--- config.mk ---
export PLATFORM = sky130hd
export DESIGN_NAME = shared_buffer_admission_core
export DESIGN_NICKNAME = d
export VERILOG_FILES = /design/src/rtl/sba_pkg.sv /design/src/rtl/sba_cfg.sv /design/src/rtl/sba_ctrl.sv /design/src/rtl/sba_dp.sv /design/src/rtl/shared_buffer_admission_core.sv
export SDC_FILE = /design/constraint.sdc
export NUM_CORES = 2
export LEC_CHECK = 0
export ABC_AREA = 1
export BUFFER_PORTS_ARGS = -buffer_cell sky130_fd_sc_hd__buf_4
export CAP_MARGIN = 20
export CELL_PAD_IN_SITES_DETAIL_PLACEMENT = 1
export CELL_PAD_IN_SITES_GLOBAL_PLACEMENT = 1
export CORE_MARGIN = 3
export CORE_UTILIZATION = 41
export CTS_BUF_LIST = sky130_fd_sc_hd__clkbuf_4 sky130_fd_sc_hd__clkbuf_8 sky130_fd_sc_hd__clkbuf_16
export CTS_CLUSTER_SIZE = 24
export DETAILED_ROUTE_END_ITERATION = 10
export PLACE_DENSITY_LB_ADDON = 0.1
export SLEW_MARGIN = 0
export SYNTH_ARGS = -nofsm -noshare
export SYNTH_HDL_FRONTEND = slang
export SYNTH_HIERARCHICAL = 1
export SYNTH_SLANG_ARGS = --single-unit
--- constraint.sdc ---
create_clock -name clk -period 8.75 [get_ports clk]
set_clock_uncertainty 0.15 [all_clocks]
set_input_delay 0.4375 -clock clk [delete_from_list [all_inputs] [get_ports clk]]
set_output_delay 0.4375 -clock clk [all_outputs]
set_load 0.02 [all_outputs]
--- src/rtl/sba_pkg.sv ---
// ----------------------------------------------------------------------------
// sba_pkg
// Shared types and constants of the shared buffer admission core: action
// codes, register indexes, register reset values, the register bundle and
// the controller command group.
// ----------------------------------------------------------------------------
package sba_pkg;

    localparam int ACTION_W = 2;
    localparam int QSEL_W   = 3;
    localparam int BYTES_W  = 14;
    localparam int POOL_W   = 24;
    localparam int ALPHA_W  = 8;
    localparam int CFG_IDX_W  = 3;
    localparam int CFG_DATA_W = 64;

    // Action codes
    localparam logic [ACTION_W-1:0] ACT_ENQUEUE  = 2'd0;
    localparam logic [ACTION_W-1:0] ACT_RELEASE  = 2'd1;
    localparam logic [ACTION_W-1:0] ACT_SCHEDULE = 2'd2;

    // Register indexes
    localparam logic [CFG_IDX_W-1:0] CFG_ADMISSION_MODE = 3'd0;
    localparam logic [CFG_IDX_W-1:0] CFG_NUM_QUEUES     = 3'd1;
    localparam logic [CFG_IDX_W-1:0] CFG_SHARED_BYTES   = 3'd2;
    localparam logic [CFG_IDX_W-1:0] CFG_RESERVE_BYTES  = 3'd3;
    localparam logic [CFG_IDX_W-1:0] CFG_ALPHA_TABLE    = 3'd4;
    localparam logic [CFG_IDX_W-1:0] CFG_SCHEDULER_MODE = 3'd5;

    // Register reset values
    localparam logic              RST_ADMISSION_MODE = 1'b0;
    localparam logic [3:0]        RST_NUM_QUEUES     = 4'd5;
    localparam logic [POOL_W-1:0] RST_SHARED_BYTES   = 24'd1048576;
    localparam logic [POOL_W-1:0] RST_RESERVE_BYTES  = 24'd0;
    localparam logic [63:0]       RST_ALPHA_TABLE    = 64'h1010_1010_1010_1010;
    localparam logic              RST_SCHEDULER_MODE = 1'b0;

    typedef struct packed {
        logic              admission_mode;
        logic [3:0]        num_queues;
        logic [POOL_W-1:0] shared_buffer_bytes;
        logic [POOL_W-1:0] static_reserve_bytes;
        logic [63:0]       alpha_table;
        logic              scheduler_mode;
    } cfg_t;

    typedef struct packed {
        logic capture;
        logic read;
        logic mul;
        logic exec;
        logic load_out;
    } cmd_t;

endpackage

--- src/rtl/sba_cfg.sv ---
// ----------------------------------------------------------------------------
// sba_cfg
// Configuration register file. Takes one register write per transfer and
// presents the full register set to the datapath.
// ----------------------------------------------------------------------------
module sba_cfg
    import sba_pkg::*;
(
    input  logic                  clk,
    input  logic                  rst_n,
    input  logic                  cfg_valid,
    output logic                  cfg_ready,
    input  logic [CFG_IDX_W-1:0]  cfg_index,
    input  logic [CFG_DATA_W-1:0] cfg_data,
    output cfg_t                  cfg
);

    cfg_t cfg_reg;
    cfg_t cfg_next;

    assign cfg_ready = 1'b1;
    assign cfg       = cfg_reg;

    always_comb
    begin
        cfg_next = cfg_reg;
        if (cfg_valid)
        begin
            case (cfg_index)
                CFG_ADMISSION_MODE: cfg_next.admission_mode       = cfg_data[0];
                CFG_NUM_QUEUES:     cfg_next.num_queues           = cfg_data[3:0];
                CFG_SHARED_BYTES:   cfg_next.shared_buffer_bytes  = cfg_data[POOL_W-1:0];
                CFG_RESERVE_BYTES:  cfg_next.static_reserve_bytes = cfg_data[POOL_W-1:0];
                CFG_ALPHA_TABLE:    cfg_next.alpha_table          = cfg_data;
                CFG_SCHEDULER_MODE: cfg_next.scheduler_mode       = cfg_data[0];
                default:            cfg_next = cfg_reg;
            endcase
        end
    end

    always_ff @(posedge clk or negedge rst_n)
    begin
        if (!rst_n)
        begin
            cfg_reg.admission_mode       <= RST_ADMISSION_MODE;
            cfg_reg.num_queues           <= RST_NUM_QUEUES;
            cfg_reg.shared_buffer_bytes  <= RST_SHARED_BYTES;
            cfg_reg.static_reserve_bytes <= RST_RESERVE_BYTES;
            cfg_reg.alpha_table          <= RST_ALPHA_TABLE;
            cfg_reg.scheduler_mode       <= RST_SCHEDULER_MODE;
        end
        else
        begin
            cfg_reg <= cfg_next;
        end
    end

endmodule

--- src/rtl/sba_ctrl.sv ---
// ----------------------------------------------------------------------------
// sba_ctrl
// Sequencer of the admission core. Steps each item through read, multiply,
// update and output load, and owns the output valid flag.
// ----------------------------------------------------------------------------
module sba_ctrl
    import sba_pkg::*;
(
    input  logic clk,
    input  logic rst_n,
    input  logic in_valid,
    output logic in_ready,
    output logic out_valid,
    input  logic out_ready,
    output cmd_t cmd
);

    localparam logic [2:0] S_IDLE = 3'd0;
    localparam logic [2:0] S_READ = 3'd1;
    localparam logic [2:0] S_MUL  = 3'd2;
    localparam logic [2:0] S_EXEC = 3'd3;
    localparam logic [2:0] S_FIN  = 3'd4;

    logic [2:0] state_reg;
    logic [2:0] state_next;
    logic       out_valid_reg;
    logic       out_valid_next;
    logic       fin_go;

    assign in_ready  = (state_reg == S_IDLE);
    assign out_valid = out_valid_reg;

    // Load the output register only once the previous result has gone
    assign fin_go = (state_reg == S_FIN) && (!out_valid_reg || out_ready);

    always_comb
    begin
        cmd.capture  = in_valid && (state_reg == S_IDLE);
        cmd.read     = (state_reg == S_READ);
        cmd.mul      = (state_reg == S_MUL);
        cmd.exec     = (state_reg == S_EXEC);
        cmd.load_out = fin_go;
    end

    always_comb
    begin
        state_next = state_reg;
        case (state_reg)
            S_IDLE: if (in_valid) state_next = S_READ;
            S_READ: state_next = S_MUL;
            S_MUL:  state_next = S_EXEC;
            S_EXEC: state_next = S_FIN;
            S_FIN:  if (fin_go) state_next = S_IDLE;
            default: state_next = S_IDLE;
        endcase
    end

    always_comb
    begin
        out_valid_next = out_valid_reg;
        if (fin_go)
            out_valid_next = 1'b1;
        else if (out_ready)
            out_valid_next = 1'b0;
    end

    always_ff @(posedge clk or negedge rst_n)
    begin
        if (!rst_n)
        begin
            state_reg     <= S_IDLE;
            out_valid_reg <= 1'b0;
        end
        else
        begin
            state_reg     <= state_next;
            out_valid_reg <= out_valid_next;
        end
    end

`ifndef SYNTHESIS
    a_one_cmd: assert property (@(posedge clk) disable iff (!rst_n)
        $onehot0({cmd.capture, cmd.read, cmd.mul, cmd.exec, cmd.load_out}))
        else $error("more than one datapath command active");

    a_capture_to_read: assert property (@(posedge clk) disable iff (!rst_n)
        cmd.capture |=> (state_reg == S_READ) && !in_ready)
        else $error("accepted item did not start the read step");

    a_exec_to_fin: assert property (@(posedge clk) disable iff (!rst_n)
        cmd.exec |=> (state_reg == S_FIN))
        else $error("update step not followed by output load step");

    a_load_shows: assert property (@(posedge clk) disable iff (!rst_n)
        cmd.load_out |=> out_valid && in_ready)
        else $error("loaded result not presented");
`endif

endmodule

--- src/rtl/sba_dp.sv ---
// ----------------------------------------------------------------------------
// sba_dp
// Datapath of the admission core: queue and pool counters, the alpha times
// free-bytes threshold multiplier, the queue picker and the output register.
// ----------------------------------------------------------------------------
module sba_dp
    import sba_pkg::*;
#(
    parameter int MAX_QUEUES = 8,
    parameter int COUNT_BITS = 24
)
(
    input  logic                clk,
    input  logic                rst_n,
    input  cmd_t                cmd,
    input  cfg_t                cfg,
    input  logic [ACTION_W-1:0] action,
    input  logic [QSEL_W-1:0]   queue_index,
    input  logic [BYTES_W-1:0]  packet_bytes,
    output logic                accepted,
    output logic                reserve_used,
    output logic [QSEL_W-1:0]   queue_selected,
    output logic                selected_valid,
    output logic [POOL_W-1:0]   shared_remaining
);

    localparam int QW     = (MAX_QUEUES > 2) ? $clog2(MAX_QUEUES) : 1;
    localparam int TOPQ   = (MAX_QUEUES < 8) ? MAX_QUEUES : 8;
    localparam int CW     = (COUNT_BITS > POOL_W) ? COUNT_BITS : POOL_W;
    localparam int SW     = COUNT_BITS + 1;
    localparam int PROD_W = ALPHA_W + POOL_W;
    localparam int THR_W  = PROD_W - 4;
    localparam int MW     = (SW > THR_W) ? SW : THR_W;
    localparam logic [COUNT_BITS-1:0] CNT_MAX = '1;

    function automatic logic [COUNT_BITS-1:0] cnt_sat(input logic [SW-1:0] s);
        return s[SW-1] ? CNT_MAX : s[COUNT_BITS-1:0];
    endfunction

    function automatic logic [COUNT_BITS-1:0] cnt_sub(
        input logic [COUNT_BITS-1:0] a,
        input logic [BYTES_W-1:0]    b
    );
        logic [COUNT_BITS-1:0] bx;
        bx = COUNT_BITS'(b);
        return (a > bx) ? (a - bx) : '0;
    endfunction

    function automatic logic [POOL_W-1:0] pool_free(
        input logic [POOL_W-1:0]     total,
        input logic [COUNT_BITS-1:0] used
    );
        logic [CW-1:0] t;
        logic [CW-1:0] u;
        logic [CW-1:0] d;
        t = CW'(total);
        u = CW'(used);
        d = t - u;
        return (t > u) ? POOL_W'(d) : '0;
    endfunction

    // State counters
    logic [COUNT_BITS-1:0] qbytes_reg [MAX_QUEUES];
    logic [MAX_QUEUES-1:0] ne_reg;
    logic [COUNT_BITS-1:0] port_reg;
    logic [COUNT_BITS-1:0] port_next;
    logic [COUNT_BITS-1:0] used_reg;
    logic [COUNT_BITS-1:0] used_next;
    logic [QSEL_W-1:0]     rr_reg;
    logic [QSEL_W-1:0]     rr_next;

    // Captured item
    logic [ACTION_W-1:0] action_reg;
    logic [QSEL_W-1:0]   q_reg;
    logic [BYTES_W-1:0]  bytes_reg;
    logic [QW-1:0]       q_idx;

    // Read step
    logic [COUNT_BITS-1:0] qb_reg;
    logic [POOL_W-1:0]     free_reg;
    logic                  fit_reg;
    logic [SW-1:0]         qsum_reg;
    logic [SW-1:0]         psum_reg;
    logic [SW-1:0]         usum_reg;
    logic [ALPHA_W-1:0]    alpha_reg;
    logic [QSEL_W-1:0]     pick_sel_reg;
    logic                  pick_valid_reg;
    logic [QSEL_W-1:0]     rr_new_reg;

    // Multiply step
    logic [PROD_W-1:0] prod_reg;

    // Update step results
    logic              r_acc_reg;
    logic              r_res_reg;
    logic [QSEL_W-1:0] r_sel_reg;
    logic              r_valid_reg;
    logic              r_acc_next;
    logic              r_res_next;
    logic [QSEL_W-1:0] r_sel_next;
    logic              r_valid_next;

    // Output register
    logic              accepted_reg;
    logic              reserve_used_reg;
    logic [QSEL_W-1:0] queue_selected_reg;
    logic              selected_valid_reg;
    logic [POOL_W-1:0] shared_remaining_reg;

    logic [3:0]            nq;
    logic [QSEL_W-1:0]     q_clamped;
    logic [SW-1:0]         psum;
    logic [POOL_W-1:0]     free_now;
    logic [7:0]            ne8;
    logic [QSEL_W-1:0]     p0;
    logic                  rr_found;
    logic [QSEL_W-1:0]     rr_sel;
    logic [QSEL_W-1:0]     rr_after;
    logic                  sp_found;
    logic [QSEL_W-1:0]     sp_sel;
    logic [3:0]            rr_pos;
    logic [THR_W-1:0]      thr;
    logic                  shared_ok;
    logic                  qwr_en;
    logic [COUNT_BITS-1:0] qwr_data;

    // Queue count in use, bounded to the implemented queues
    always_comb
    begin
        if (cfg.num_queues < 4'd2)
            nq = 4'd2;
        else if (cfg.num_queues > 4'(TOPQ))
            nq = 4'(TOPQ);
        else
            nq = cfg.num_queues;
    end

    assign q_clamped = ({1'b0, queue_index} >= nq) ? QSEL_W'(nq - 4'd1) : queue_index;
    assign q_idx     = QW'(q_reg);
    assign psum      = SW'(port_reg) + SW'(bytes_reg);
    assign free_now  = pool_free(cfg.shared_buffer_bytes, used_reg);

    // Non-empty flags widened to the eight selectable queues
    for (genvar g = 0; g < 8; g++)
    begin : g_ne8
        if (g < MAX_QUEUES)
        begin : g_on
            assign ne8[g] = ne_reg[g];
        end
        else
        begin : g_off
            assign ne8[g] = 1'b0;
        end
    end

    assign p0 = ({1'b0, rr_reg} < nq) ? rr_reg : '0;

    // Round robin and strict priority pick over the non-empty flags
    always_comb
    begin
        rr_found = 1'b0;
        rr_sel   = '0;
        sp_found = 1'b0;
        sp_sel   = '0;
        rr_pos   = '0;
        for (int i = 0; i < 8; i++)
        begin
            rr_pos = {1'b0, p0} + 4'(i);
            if (rr_pos >= nq)
                rr_pos = rr_pos - nq;
            if ((4'(i) < nq) && ne8[rr_pos[2:0]] && !rr_found)
            begin
                rr_found = 1'b1;
                rr_sel   = rr_pos[2:0];
            end
            if ((4'(i) < nq) && ne8[i] && !sp_found)
            begin
                sp_found = 1'b1;
                sp_sel   = QSEL_W'(i);
            end
        end
        if (rr_found)
            rr_after = ({1'b0, rr_sel} + 4'd1 >= nq) ? '0 : rr_sel + 3'd1;
        else
            rr_after = p0;
    end

    // Update step
    assign thr = THR_W'(prod_reg >> 4);

    always_comb
    begin
        shared_ok = (free_reg >= POOL_W'(bytes_reg));
        if (!cfg.admission_mode && (MW'(qsum_reg) > MW'(thr)))
            shared_ok = 1'b0;

        port_next    = port_reg;
        used_next    = used_reg;
        rr_next      = rr_reg;
        qwr_en       = 1'b0;
        qwr_data     = qb_reg;
        r_acc_next   = 1'b0;
        r_res_next   = 1'b0;
        r_sel_next   = '0;
        r_valid_next = 1'b0;

        case (action_reg)
            ACT_ENQUEUE:
            begin
                r_sel_next = q_reg;
                if (fit_reg)
                begin
                    r_acc_next = 1'b1;
                    r_res_next = 1'b1;
                end
                else if (shared_ok)
                begin
                    r_acc_next = 1'b1;
                    used_next  = cnt_sat(usum_reg);
                end
                if (r_acc_next)
                begin
                    qwr_en    = 1'b1;
                    qwr_data  = cnt_sat(qsum_reg);
                    port_next = cnt_sat(psum_reg);
                end
            end
            ACT_RELEASE:
            begin
                r_sel_next = q_reg;
                // Shared bytes come back only when the port was past its reserve
                if (CW'(port_reg) > CW'(cfg.static_reserve_bytes))
                    used_next = cnt_sub(used_reg, bytes_reg);
                qwr_en    = 1'b1;
                qwr_data  = cnt_sub(qb_reg, bytes_reg);
                port_next = cnt_sub(port_reg, bytes_reg);
            end
            ACT_SCHEDULE:
            begin
                r_sel_next   = pick_sel_reg;
                r_valid_next = pick_valid_reg;
                if (!cfg.scheduler_mode)
                    rr_next = rr_new_reg;
            end
            default:
            begin
                r_sel_next = '0;
            end
        endcase
    end

    // Counters
    always_ff @(posedge clk or negedge rst_n)
    begin
        if (!rst_n)
        begin
            for (int i = 0; i < MAX_QUEUES; i++)
                qbytes_reg[i] <= '0;
            ne_reg   <= '0;
            port_reg <= '0;
            used_reg <= '0;
            rr_reg   <= '0;
        end
        else if (cmd.exec)
        begin
            if (qwr_en)
            begin
                qbytes_reg[q_idx] <= qwr_data;
                ne_reg[q_idx]     <= (qwr_data != '0);
            end
            port_reg <= port_next;
            used_reg <= used_next;
            rr_reg   <= rr_next;
        end
    end

    // Item pipeline registers
    always_ff @(posedge clk)
    begin
        if (cmd.capture)
        begin
            action_reg <= action;
            q_reg      <= q_clamped;
            bytes_reg  <= packet_bytes;
        end
        if (cmd.read)
        begin
            qb_reg         <= qbytes_reg[q_idx];
            free_reg       <= free_now;
            fit_reg        <= (MW'(psum) <= MW'(cfg.static_reserve_bytes));
            qsum_reg       <= SW'(qbytes_reg[q_idx]) + SW'(bytes_reg);
            psum_reg       <= psum;
            usum_reg       <= SW'(used_reg) + SW'(bytes_reg);
            alpha_reg      <= ALPHA_W'(cfg.alpha_table >> {q_reg, 3'b000});
            pick_sel_reg   <= cfg.scheduler_mode ? sp_sel : rr_sel;
            pick_valid_reg <= cfg.scheduler_mode ? sp_found : rr_found;
            rr_new_reg     <= rr_after;
        end
        if (cmd.mul)
        begin
            prod_reg <= PROD_W'(alpha_reg) * PROD_W'(free_reg);
        end
        if (cmd.exec)
        begin
            r_acc_reg   <= r_acc_next;
            r_res_reg   <= r_res_next;
            r_sel_reg   <= r_sel_next;
            r_valid_reg <= r_valid_next;
        end
        if (cmd.load_out)
        begin
            accepted_reg         <= r_acc_reg;
            reserve_used_reg     <= r_res_reg;
            queue_selected_reg   <= r_sel_reg;
            selected_valid_reg   <= r_valid_reg;
            shared_remaining_reg <= free_now;
        end
    end

    assign accepted         = accepted_reg;
    assign reserve_used     = reserve_used_reg;
    assign queue_selected   = queue_selected_reg;
    assign selected_valid   = selected_valid_reg;
    assign shared_remaining = shared_remaining_reg;

endmodule

--- src/rtl/shared_buffer_admission_core.sv ---
// ----------------------------------------------------------------------------
// shared_buffer_admission_core: queue admission against a shared buffer pool
// Each item is captured, then stepped through the read, multiply, update and
// output load steps; the output load waits until the previous result is taken.
// One item is in flight at a time; the next item is taken while a result waits.
// Reset: counters zero, registers at defaults, no clearing pass.
// ----------------------------------------------------------------------------
module shared_buffer_admission_core
    import sba_pkg::*;
#(
    parameter int MAX_QUEUES = 8,
    parameter int COUNT_BITS = 24
)
(
    input  logic                  clk,
    input  logic                  rst_n,
    input  logic                  cfg_valid,
    output logic                  cfg_ready,
    input  logic [CFG_IDX_W-1:0]  cfg_index,
    input  logic [CFG_DATA_W-1:0] cfg_data,
    input  logic                  in_valid,
    output logic                  in_ready,
    input  logic [ACTION_W-1:0]   action,
    input  logic [QSEL_W-1:0]     queue_index,
    input  logic [BYTES_W-1:0]    packet_bytes,
    output logic                  out_valid,
    input  logic                  out_ready,
    output logic                  accepted,
    output logic                  reserve_used,
    output logic [QSEL_W-1:0]     queue_selected,
    output logic                  selected_valid,
    output logic [POOL_W-1:0]     shared_remaining
);

    cfg_t cfg;
    cmd_t cmd;

    sba_cfg u_cfg (
        .clk       (clk),
        .rst_n     (rst_n),
        .cfg_valid (cfg_valid),
        .cfg_ready (cfg_ready),
        .cfg_index (cfg_index),
        .cfg_data  (cfg_data),
        .cfg       (cfg)
    );

    sba_ctrl u_ctrl (
        .clk       (clk),
        .rst_n     (rst_n),
        .in_valid  (in_valid),
        .in_ready  (in_ready),
        .out_valid (out_valid),
        .out_ready (out_ready),
        .cmd       (cmd)
    );

    sba_dp #(
        .MAX_QUEUES (MAX_QUEUES),
        .COUNT_BITS (COUNT_BITS)
    ) u_dp (
        .clk              (clk),
        .rst_n            (rst_n),
        .cmd              (cmd),
        .cfg              (cfg),
        .action           (action),
        .queue_index      (queue_index),
        .packet_bytes     (packet_bytes),
        .accepted         (accepted),
        .reserve_used     (reserve_used),
        .queue_selected   (queue_selected),
        .selected_valid   (selected_valid),
        .shared_remaining (shared_remaining)
    );

endmodule
---- After elaboration in Yosys (flattened, before gate mapping) ----
Index checks and enable logic that the tools add are counted.
operators by class
  order comparisons ....................... 41
  reduce and logical (&&, ||, !) cells .... 70
  mux-type cells .......................... 100
  add/sub/neg operators ................... 25
  shift operators ......................... 1
  equal/unequal tests ..................... 17
  bitwise operators ....................... 2
  multiply operators ...................... 1
operator list
  cell                 count
  $mux 24              15
  $bwmux 192           1
  $pmux 24 s2          3
  $mux 3               27
  $add 24x14->25       3
  $bmux 24 s3          1
  $demux 24 s3         1
  $gt 24x14->1         3
  $sub 24x14->24       3
  $shr 64x6->8         1
  $gt 24x24->1         2
  $lt 3x4->1 const B   9
  $logic_and 1x1->1    35
  $mux 1               35
  $ge 4x4->1           8
  $mul 8x24->32        1
  $gt 25x28->1         1
  $le 25x24->1         1
  $bmux 1 s3           8
  $ge 24x14->1         1
  $reduce_bool 24->1   1
  $sub 24x24->24       1
  $sub 3x3->3          8
  $add 3x3->4 const B  4
  39 further kinds     84
word-level totals
  word-level logic and storage cells ...... 300
  flip-flop bits (word level) ............. 599
  input port bits ......................... 91
  output and inout bits ................... 33

---- Depth between registers and ports, before layout ----
  depth in word-level cells ............... 36
  mapped depth ............................ 47
  depth with buffers taken out ............ 46

---- Hierarchy ----
Netlist, hierarchy kept.
modules (own cells, without submodules)
  module    cells an instance  sequential area each (um^2)  area each (um^2)  instances
  sba_dp    4252               12947.4                      35540.3           1
  sba_cfg   525                2966.6                       4687.0            1
  sba_ctrl  28                 100.1                        215.2             1

---- Least setup slack after synthesis ----
Ideal clock, no wire load.
  kind .................................... flip-flop to flip-flop
  start point ............................. register u_cfg.cfg_reg, in the netlist u_cfg/cfg[115]
  end point ............................... register u_dp.rr_new_reg[2], data pin
  path buffers ............................ 0
  stages on the path, launching flop included .. 43
  clock period less this slack ............ 6427 ps
  arrival ................................. 6147 ps
  setup time .............................. 130 ps
  required time ........................... 8470 ps
  setup slack ............................. 2323 ps
  path through ............................ dfstp_2 > inv_2 > o21ai_0 > ha_1 > nand2_1 > nand2_2 > nand2_4 > nand3_2 > ha_1 > inv_1 > fa_1 > inv_1 > nand2_2 > a21oi_2 > nor2_2 > nor2_4 > nand2_2 > nand2_4 > (+7 left out) > nand2_1 > inv_2 > nand2_1 > nand3_1 > nor2_1 > nand2_1 > nand2_1 > inv_1 > ha_1 > ha_1 > o21ai_0 > inv_1 > o21ai_0 > inv_1 > o21ai_0 > nor3b_2 > nand3_1 > nand2_1
between the ends
  longest elaborated chain between the ends .. 36
  elaborated cells between the ends (all ways) .. 104
  classes of those cells .................. 17 x add/sub; 20 x order compare; 45 x mux; 22 x reduce/logical
RTL lines
  item                                                                 line           text
  start: declaration                                                   sba_cfg.sv:18  cfg_t cfg_reg;
  start signal: assignment                                             sba_cfg.sv:54  cfg_reg <= cfg_next;
  $gt 4x4->1                                                           sba_dp.sv:132  else if (cfg.num_queues > 4'(TOPQ))
  $mux 4                                                               sba_dp.sv:132
  $mux 4 *                                                             sba_dp.sv:130  if (cfg.num_queues < 4'd2)
  parallel branches: the longest is 32 deep, another holds $lt 3x4->1  n/a
  $mux 3 *                                                             sba_dp.sv:182  if (rr_found)
  named net u_dp.rr_after[2]                                           sba_dp.sv:118  logic [QSEL_W-1:0] rr_after;
  end signal: assignment                                               sba_dp.sv:297  rr_new_reg <= rr_after;
  end: declaration                                                     sba_dp.sv:88   logic [QSEL_W-1:0] rr_new_reg;
Mark *: on every way through the listed nets, which the timed path passes. The select of a mux whose other input is x is not followed.
A chain may end at the register's enable or synchronous reset.

---- Final worst setup path ----
  start point ............................. register u_cfg.cfg_reg, in the netlist u_cfg/cfg[116]
  end point ............................... register u_dp.rr_new_reg[2], data pin
The elaborated chain is that of the path after synthesis.

==> summary.md <==
| Metric | Value |
|---|---|
| Post-synth ARST share | between 60% and 70% |
| Starting Density | approximately two fifths |
| Number of fill cells | ~12,000 |
| Worst Tran Pin Value | 1.19 ns |
| FF+latch count, synth | ~600 |
| Minimum clock period | 7.21 ns |
| Vias/cell | between 5 and 6 |
| Io pins | approximately 120 |
| Most used cell, CP | nand2_1 |
| Crit end category | flop |
| Clock transition at the registers of the reported paths | about 0.060 ns |
| Die area | about 100,000 um2 |
| Setup CP Type | flop to flop |
| Min-Delay Path Class | primary input to flop |
| First-pass GRT wire length | 219,000 um |
| GPL Wtd Cong | between 0.8 and 0.9 |
| Mapped cell area | slightly above 40,000 um2 |
| CP Data Required Time | 9.10 ns |
| Max Freq | 139 MHz |
| Rows | around 110 |
| DP HPWL | approximately 100,000 um |
| Largest net degree at the start of global routing | 135 |
| Syn nets | approximately 5,300 |
| Antenna-violating nets left | 0 |
| Avg WL per Cell | around 23 um |
| Remaining global-route overflow | 0 |
| Number of global-route vias before repair | 35,849 |
| Distinct cell type count after synthesis | between 70 and 80 |
| CTS root buf | clkbuf_16 |
| Crit share post-route | 82.4% |
| Worst EP arrival | approximately 7.6 ns |
| CORE AREA | 97,300 um2 |
| Via Count | between 30,000 and 40,000 |
| Worst skew pair latency | 0.64 ns |
| Top_reg_cell synth | dfrtp_1 |
| Post_cts resized | 0 |
| Chip width | between 300 and 400 um |
| Slew headroom | 20.6% |
| Initial antenna violation count | 1 |
| CTS sink cnt | approximately 600 |
| First-pass detailed-route iteration total | 5 |
| Input/output buffers | approximately 120 |
| Area growth syn-to-layout | 13.7% |
| DRC errors left | 0 |
| CTS Buf Count | between 70 and 80 |
| Final Setup Violations | 0 |
| Post-Synthesis Mean Instance Area | 8.42 um2 |
| Htree depth | 3 |
| Max_cap viols | 0 |
| Final wirelength | approximately 140,000 um |
| Number of flops mapped to enable cells by yosys | between 200 and 250 |
| Share of cells above drive strength 1 | under 10% |
| Final Max Tran Viols | 0 |
| Drt initial violations | 2,312 |
| Setup Buffers After CTS | 0 |
| Synth Instances | 4,805 |
| Gr usage total | between 20% and 30% |
| Share of the yosys chip area belonging to registers | 39.6% |
| Cts hold-fix bufs | a little over 80 |
| Die Height | 320 um |
| CP startpoint kind | flop |
| Max FFs per register | around 190 |
| Layout Nets | about 5,500 |
| Fin Setup TNS | 0 ns |
| Slowest CP cell | ha_1 |
| Final hold viol count | 0 |
| Clock Tree Buf Depth | 3 |
| Yosys warnings | 6 |
| Worst Path Max Fanout | 13 |
| Status | finished, final reports clean |
| Max incr delay on CP | around 0.55 ns |
| TritonCTS clock tree | yes |
| RSZ-0062 raised after global routing | false |
-- layout make-up --
class	instances	area, um2	share of cell area [%]
Inverter	656	2470	5.38
Sequential cell	595	16000	34.8
Clock inverter	34	430	0.936
Antenna cell	1	2.50	0.00544
Clock buffer	98	2080	4.53
Multi-Input combinational cell	3372	21100	46.0
Timing Repair Buffer	257	2250	4.89
Tap cell	1276	1600	3.47
-- critical path, delay by kind of cell (launching register included) --
| family | cells | cell delay (ns) |
|---|---|---|
| buffers and inverters | 8 | 1.02 |
| DFF | 1 | 0.53 |
| and+or+nand+nor | 23 | 2.74 |
| adders and majority gates | 5 | 1.79 |
| AOI/OAI and AO/OA | 5 | 0.83 |
-- path summary, 6_finish.rpt --
kind,depth (start not counted),end,slack (ns),start
setup reg to reg,41,u_dp/rr_new_reg[2],1.54,u_cfg/cfg[116]
max in group asynchronous,4,u_dp/qbytes_reg[184],6.40,rst_n
hold / removal,4,u_cfg/cfg[113],0.07,cfg_index[1]
setup / recovery,41,u_dp/rr_new_reg[2],1.54,u_cfg/cfg[116]
hold reg to reg,0,u_dp/queue_selected[2],0.28,u_dp/r_sel_reg[2]
min in group asynchronous,2,u_dp/used_reg[15],0.25,rst_n
-- kinds of logic after synthesis --
kind of cell / synth area share [%]
xor gates and xnor gates: 3.27
AOI/OAI and AO/OA: 12.2
buffers and inverters: 8.24
other: 0.00927
muxes: 0.0557
and+or+nand+nor: 20.8
DFF: 39.6
adders and majority gates: 15.8
-- per-stage QoR --
stage / util [%] / std cells / cell area (um2) / hold slack [ns] / setup WS, ns
final: 47.3 / 6289 / 46000 / 0.0656 / 1.54
after global routing: 47.3 / 6288 / 46000 / 0.0532 / 0.802
after CTS: 47.2 / 6283 / 45900 / 0.000777 / 1.58
after detailed placement: 43.7 / 6069 / 42500 / 0.259 / 1.62
after global placement: 43.7 / 6069 / 42500 / 0.256 / 1.80
after floorplan: - / 4805 / 40400 / -0.00809 / 2.32
-- Yosys cell counts, drive strengths merged (8+ instances only) --
cell type	n	share of area, %
a211oi	11	0.20
a21boi	13	0.26
a21o	15	0.28
a21oi	213	2.7
a221oi	32	0.69
a22o	15	0.32
a22oi	30	0.56
a31oi	23	0.36
buf	72	1.1
clkbuf	110	1.1
dfrtp	362	22
dfstp	11	0.71
edfxtp	222	16
fa	143	7.1
ha	283	8.8
inv	651	6.1
nand2	1309	12
nand3	254	3.6
nand3b	11	0.20
nand4	55	0.85
nor2	238	2.4
nor3	44	0.65
nor3b	8	0.16
nor4	11	0.20
o211ai	19	0.39
o21a	8	0.15
o21ai	402	5.2
o21bai	12	0.22
o22ai	21	0.32
o31ai	10	0.20
or2	13	0.20
xnor2	34	0.74
xor2	116	2.5
-- placed cells by master, fill, tap and decap left out, types with 23 or more instances in the layout --
cell and count:
nand2_1 1286, inv_1 624, dfrtp_1 362, o21ai_0 355, ha_1 283, nand3_1 232
edfxtp_1 222, nor2_1 211, a21oi_1 210, buf_4 167, fa_1 143, xor2_1 115
dlygate4sd3_1 83, clkbuf_16 72, nand4_1 55, nor3_1 35, xnor2_1 34, o21ai_1 33
a221oi_1 32, a22oi_1 30, inv_2 25, a31oi_1 23
-- per-layer routing --
layer  wire (um)  up-vias  GRT usage, %
met3        7070      199          3.58
met1       66100    17209          39.1
met2       65100      764          45.4
li1            -    16035             -
met5           0        -             0
met4        3830        0          7.38
Power is not shown: default switching activity piles up to over one toggle a cycle in this logic, so the estimate is an artifact.
